### src/rasc_pkg.sv
// ---------------------------------------------------------------------------
// rasc_pkg: shared types and codes for the rational add/sub/compare block
// Beat structs, operation codes of the datapath and the control/status bundles.
// ---------------------------------------------------------------------------
package rasc_pkg;

    // width of the exact internal magnitudes
    localparam int DW = 64;

    // operation modes
    localparam logic [1:0] MODE_ADD = 2'd0;
    localparam logic [1:0] MODE_SUB = 2'd1;
    localparam logic [1:0] MODE_CMP = 2'd2;

    // datapath operations, in the order the sequencer walks them
    localparam int OPW = 5;
    localparam logic [OPW-1:0] OP_LOAD   = 5'd0;
    localparam logic [OPW-1:0] OP_GCD_A  = 5'd1;
    localparam logic [OPW-1:0] OP_DIV_AN = 5'd2;
    localparam logic [OPW-1:0] OP_DIV_AD = 5'd3;
    localparam logic [OPW-1:0] OP_GCD_B  = 5'd4;
    localparam logic [OPW-1:0] OP_DIV_BN = 5'd5;
    localparam logic [OPW-1:0] OP_DIV_BD = 5'd6;
    localparam logic [OPW-1:0] OP_CHECK  = 5'd7;
    localparam logic [OPW-1:0] OP_GCD_D  = 5'd8;
    localparam logic [OPW-1:0] OP_DIV_FA = 5'd9;
    localparam logic [OPW-1:0] OP_DIV_FB = 5'd10;
    localparam logic [OPW-1:0] OP_MUL_TA = 5'd11;
    localparam logic [OPW-1:0] OP_MUL_TB = 5'd12;
    localparam logic [OPW-1:0] OP_MUL_SD = 5'd13;
    localparam logic [OPW-1:0] OP_COMB   = 5'd14;
    localparam logic [OPW-1:0] OP_GCD_S  = 5'd15;
    localparam logic [OPW-1:0] OP_DIV_SN = 5'd16;
    localparam logic [OPW-1:0] OP_DIV_SD = 5'd17;
    localparam logic [OPW-1:0] OP_FIN    = 5'd18;

    typedef struct packed {
        logic [1:0]         mode;
        logic signed [31:0] a_numerator;
        logic signed [31:0] a_denominator;
        logic signed [31:0] b_numerator;
        logic signed [31:0] b_denominator;
    } in_item_t;

    typedef struct packed {
        logic signed [31:0] result_numerator;
        logic [30:0]        result_denominator;
        logic               is_equal;
        logic               zero_denominator;
        logic               overflow;
    } out_item_t;

    // controller to datapath
    typedef struct packed {
        logic           go;
        logic [OPW-1:0] op;
    } cmd_t;

    // datapath to controller
    typedef struct packed {
        logic done;
        logic zero;
        logic skip;
    } stat_t;

    function automatic logic is_gcd(input logic [OPW-1:0] op);
        return (op == OP_GCD_A) || (op == OP_GCD_B) || (op == OP_GCD_D) ||
               (op == OP_GCD_S);
    endfunction

    function automatic logic is_div(input logic [OPW-1:0] op);
        return (op == OP_DIV_AN) || (op == OP_DIV_AD) || (op == OP_DIV_BN) ||
               (op == OP_DIV_BD) || (op == OP_DIV_FA) || (op == OP_DIV_FB) ||
               (op == OP_DIV_SN) || (op == OP_DIV_SD);
    endfunction

endpackage

### src/rasc_ctrl.sv
// ---------------------------------------------------------------------------
// rasc_ctrl: sequencer of the rational unit
// Walks the datapath operations, waits on the iterative units, holds the result.
// ---------------------------------------------------------------------------
module rasc_ctrl (
    input  logic            clk,
    input  logic            rst_n,
    input  logic            operand_valid,
    output logic            operand_stall,
    output logic            result_valid,
    input  logic            result_stall,
    input  rasc_pkg::stat_t stat,
    output rasc_pkg::cmd_t  cmd
);

    localparam logic [1:0] S_IDLE  = 2'd0;
    localparam logic [1:0] S_ISSUE = 2'd1;
    localparam logic [1:0] S_WAIT  = 2'd2;
    localparam logic [1:0] S_DONE  = 2'd3;

    logic [1:0]               state_reg, state_next;
    logic [rasc_pkg::OPW-1:0] step_reg, step_next;
    logic [rasc_pkg::OPW-1:0] op_eff;

    // early exits jump straight to the result step
    always_comb
    begin
        if ((step_reg == rasc_pkg::OP_GCD_A && stat.zero) ||
            (step_reg == rasc_pkg::OP_GCD_D && stat.skip))
            op_eff = rasc_pkg::OP_FIN;
        else
            op_eff = step_reg;
    end

    // next state and command
    always_comb
    begin
        state_next = state_reg;
        step_next  = step_reg;
        cmd.go     = 1'b0;
        cmd.op     = op_eff;
        case (state_reg)
            S_IDLE:
            begin
                cmd.op = rasc_pkg::OP_LOAD;
                if (operand_valid)
                begin
                    cmd.go     = 1'b1;
                    step_next  = rasc_pkg::OP_GCD_A;
                    state_next = S_ISSUE;
                end
            end
            S_ISSUE:
            begin
                cmd.go    = 1'b1;
                step_next = op_eff;
                if (op_eff == rasc_pkg::OP_FIN)
                    state_next = S_DONE;
                else if (rasc_pkg::is_gcd(op_eff) || rasc_pkg::is_div(op_eff))
                    state_next = S_WAIT;
                else
                    step_next = op_eff + rasc_pkg::OPW'(1);
            end
            S_WAIT:
            begin
                if (stat.done)
                begin
                    step_next  = step_reg + rasc_pkg::OPW'(1);
                    state_next = S_ISSUE;
                end
            end
            S_DONE:
            begin
                if (!result_stall)
                    state_next = S_IDLE;
            end
            default: state_next = S_IDLE;
        endcase
    end

    always_ff @(posedge clk or negedge rst_n)
    begin
        if (!rst_n)
        begin
            state_reg <= S_IDLE;
            step_reg  <= rasc_pkg::OP_LOAD;
        end
        else
        begin
            state_reg <= state_next;
            step_reg  <= step_next;
        end
    end

    assign operand_stall = (state_reg != S_IDLE);
    assign result_valid  = (state_reg == S_DONE);

endmodule

### config.mk
export PLATFORM = sky130hd
export DESIGN_NAME = rasc_ctrl
export DESIGN_NICKNAME = d
export VERILOG_FILES = /design/src/rasc_pkg.sv /design/src/rasc_ctrl.sv
export SDC_FILE = /design/constraint.sdc
export NUM_CORES = 1
export LEC_CHECK = 0
export BUFFER_PORTS_ARGS = -buffer_cell sky130_fd_sc_hd__buf_2
export CORE_MARGIN = 10
export CORE_UTILIZATION = 55
export DETAILED_ROUTE_END_ITERATION = 7
export PLACE_DENSITY_LB_ADDON = 0.12
export SKIP_CTS_REPAIR_TIMING = 1
export SLEW_MARGIN = 20
export SYNTH_ARGS = -nofsm -noshare
export SYNTH_HDL_FRONTEND = slang
export SYNTH_SLANG_ARGS = --single-unit
### constraint.sdc
create_clock -name clk -period 5.5 [get_ports clk]
set_input_delay 0.825 -clock clk [delete_from_list [all_inputs] [get_ports clk]]
set_output_delay 0.825 -clock clk [all_outputs]
set_load 0.05 [all_outputs]
* Word level (Yosys, flattened, before mapping) *
Index checks and enable logic that the tools add are counted.

storage, ports and cells
  register bits = 7
  bits in latches = 0
  RAM bits = 0
  memory bits (read-only) = 0
  bits of input ports = 7
  output and inout bits = 8
  logic and storage cells = 60
  memories kept = 0

operators by class
  add/subtract/negate cells = 2
  multipliers = 0
  div/mod/pow operators = 0
  magnitude comparators = 0
  equal/unequal tests = 22
  shift operators = 0
  mux-type cells = 15
  bitwise operators = 0
  reduce and logical (&&, ||, !) cells = 19

operators by type and width
  cell                 number
  $mux 5               6
  $eq 5x4->1 const B   5
  $eq 5x3->1 const B   3
  $eq 5x5->1 const B   3
  $pmux 5 s3           1
  $logic_or 1x1->1     12
  $add 5x1->5 const B  2
  $eq 5x1->1 const B   2
  $eq 5x2->1 const B   2
  $mux 2               5
  $pmux 2 s4           1
  $ne 2x2->1 const B   3
  $eq 2x2->1 const B   2
  $reduce_and 4->1     1
  $ne 3x3->1 const B   1
  $reduce_and 3->1     1
  $reduce_bool 3->1    1
  $eq 2x1->1 const B   1
  $logic_and 1x1->1    2
  $logic_not 2->1      1
  $pmux 1 s2           1
  $reduce_bool 2->1    1
  $mux 1               1

* Longest topological paths before layout *
  depth in word-level cells = 16
  gate-level depth with buffers = 12
  gate-level depth less buffers = 11

* Worst setup path before layout *
No wires, ideal clock.

  path type = reg2out
  start point = register step_reg[0] (netlist bit)
  end point = output cmd[0] (netlist bit)
  arrival = 1.948 ns
  required time = 4.675 ns
  path slack = 2.727 ns
  cell stages (with the launch flop) = 7
  buffers on the path = 0
  path through = dfrtp_1 > inv_1 > ha_1 > and3_1 > nor2_1 > o31ai_1 > nor2_1

RTL lines
  item                    line             source
  from (decl)             rasc_ctrl.sv:22  logic [rasc_pkg::OPW-1:0] step_reg, step_next;
  from (signal assigned)  rasc_ctrl.sv:86  step_reg <= rasc_pkg::OP_LOAD;
  from (signal assigned)  rasc_ctrl.sv:91  step_reg <= step_next;
  to (decl)               rasc_ctrl.sv:13  output rasc_pkg::cmd_t cmd

==> flow_metrics.tcl <==
set metrics [dict create \
    status "completed" \
    synth.area.top_cells "dfrtp_1, ha_1, nor2_1" \
    nets 136 \
    period_share_pct 54.3 \
    finalPower_uw 573 \
    rsz0062_at_grt "false" \
    yosysMostFrequentCell "nor2_1" \
    vdd_drop_max_mv 0.384 \
    area_growth_pct 9.49 \
    grt-ovfl-total 0 \
    hold_path_class "in -> async" \
    io_pins 15 \
    largest_reg_flops 5 \
    cp_num_buf_inv 2 \
    yosys.cell_types.count 43 \
    worstSetupStartpointType "register" \
    vias_per_cell 6.48 \
    drive_above_1_share_pct 17.5 \
    max_cap_viol_count 0 \
    powerDensity_nw_per_um2 630 \
    numPortBuffers 14 \
    via_count 875 \
    dieArea_um2 3470 \
    setup_violations 0 \
    synth_top_cell_area_share_pct 21.1 \
    path_common_cell "nor2_1" \
    cts_max_level 1 \
    crit_type "reg -> out" \
    async_flop_share_pct 100 \
    fillCellCount 120 \
    max_stage_delay_ps 530 \
    num_rows 13 \
    grt_max_degree 18 \
    grt_pass1_vias 795 \
    cp_slowest_cell "dfrtp_1" \
    cts_tree "built" \
    routed_wirelength_mm 2.16 \
    rr_worst_depth 11 \
    required_ps 4680 \
    synth_cells 109 \
    synth_top_area_cell "dfrtp_1" \
    drt_iter0_drc 56 \
    cts_buffers 3 \
    track_usage_pct 13.0 \
    worst_slew_margin_rel_pct 62.9 \
    cts.clk_slew.worst_paths_ps 50 \
    grt_pass1_wl_mm 3.63 \
    synth_area_um2 831 \
    final.min_clock_period_ps 2990 \
    fmax_ghz 0.335 \
    ant_nets 0 \
    antenna_found_initial 0 \
    root_buffer "clkbuf_4" \
    core_region_area_um2 1370 \
    synth-seq-cells 7 \
    synth.top_cells.by_count "nor2_1, ha_1, nand2_1" \
    first_pass_iters 4 \
    die_y_um 58.9 \
    ys.flop_type "dfrtp_1" \
    worst_pin_slew_ps 556 \
    cts_sinks 7 \
    crit_path_max_fanout 9 \
    worstSetupPathDepth 7 \
    synth_edf_count 0 \
    path_cells "inv_1 -> ha_1 -> and3_1 -> nor2_1 -> o31ai_1 -> nor2_1 -> buf_2" \
    routedWlPerCell_um 16.0 \
    synth_area_per_cell_um2 7.62 \
    yosysSeqAreaShare_pct 21.1 \
    hold_viol_final 0 \
    tns_ps 0 \
    endpoint_kind "output port" \
    synth_fp_nets 124 \
    crit_family "flip-flops" \
    skew_ps 1.40 \
    place_congestion 0.922 \
    slew_violations 0 \
    synth_warnings 0 \
    clk-insertion-delay-late_ps 260 \
    cts_buffer_depth 2 \
    diodes 0 \
    die_w_um 58.9 \
    drc 0 \
    arrival_ps 2160 \
    p_leak_nw 0.424 \
    start_util_pct 60.8 \
    hpwl_mm 1.66 \
]
[kinds of logic (layout without fill, tap and decap cells)]
family | after synthesis | count (layout) | share of synthesized area, %
simple gates | 45 | 45 | 26.4
compound gates | 33 | 33 | 30.7
buf+inv | 14 | 25 | 7.53
fa+ha+maj | 8 | 8 | 12.0
flops | 7 | 7 | 21.1
xor+xnor | 1 | 1 | 1.05
mux | 1 | 1 | 1.20
[final timing paths]
path	from	end	slack [ps]
setup / recovery	step_reg[0]	cmd[0]	2510
hold / removal	rst_n	step_reg[4]	390
setup reg to reg	step_reg[0]	step_reg[4]	2790
hold reg to reg	state_reg[1]	state_reg[1]	600
max in group asynchronous	rst_n	step_reg[1]	4960
min in group clk	state_reg[1]	state_reg[1]	600
[layout by cell type, fill, tap and decap left out, drive strengths merged, types with 2 or more instances in the layout]
master,synthesis,layout
buf,3,14
nor2,16,16
nor3,2,2
o311ai,2,2
inv,7,7
nand2,8,8
dfrtp,7,7
o21ai,7,7
a21o,2,2
nand4,2,2
o22ai,2,2
o21bai,2,2
o31ai,3,3
a31oi,2,2
nor2b,2,2
and3,3,3
a21oi,3,3
ha,8,8
clkbuf,4,4
nand3,5,5
[worst reg2reg max path: stages, from the launching register on]
cell       delay [ps]
dfrtp_1           490
inv_1             180
ha_1              260
and3_1            200
nor2_1             70
o21ba_2           220
ha_1              210
a31oi_1           250
o31ai_4           180
mux2i_1           150
o2111ai_1         230
o311ai_1          130
[power breakdown]
group / switching (mW) / total [mW] / internal (mW) / leakage [nW]
clock network: 0.0214 / 0.0492 / 0.0278 / 0.0150
registers: 0.0301 / 0.0979 / 0.0678 / 0.0900
logic: 0.289 / 0.426 / 0.137 / 0.319
[routing by layer]
metal  share of wire (%)  GRT usage, %  routed length (um)  vias to the layer above
li1                    -             -                   -                      423
met2                  47          21.2                1030                       46
met3                 7.8          3.86                 168                        4
met5                   0             0                   0                        -
met4                 1.5          5.25                  32                        0
met1                  43          15.4                 931                      402
[stage by stage]
step | setup WS [ps] | hold WS [ps] | area (um^2) | cells | utilization [%]
final | 2510 | 387 | 910 | 135 | 66.6
after global routing | 2370 | 390 | 910 | 135 | 66.6
after CTS | 2540 | 389 | 910 | 135 | 66.6
after detailed placement | 2760 | 602 | 883 | 131 | 64.7
after global placement | 2820 | 596 | 883 | 131 | 64.7
after floorplan | 2730 | 529 | 831 | 109 | -
[final cells by class]
cell class | count | area [um^2] | area share, %
multi-input combinational | 88 | 593 | 65.2
sequential | 7 | 175 | 19.3
timing repair buffer | 14 | 70.1 | 7.70
clock buffer | 4 | 26.3 | 2.89
inverter | 7 | 26.3 | 2.89
tap | 15 | 18.8 | 2.06
Power figures use the tool's default switching activity.
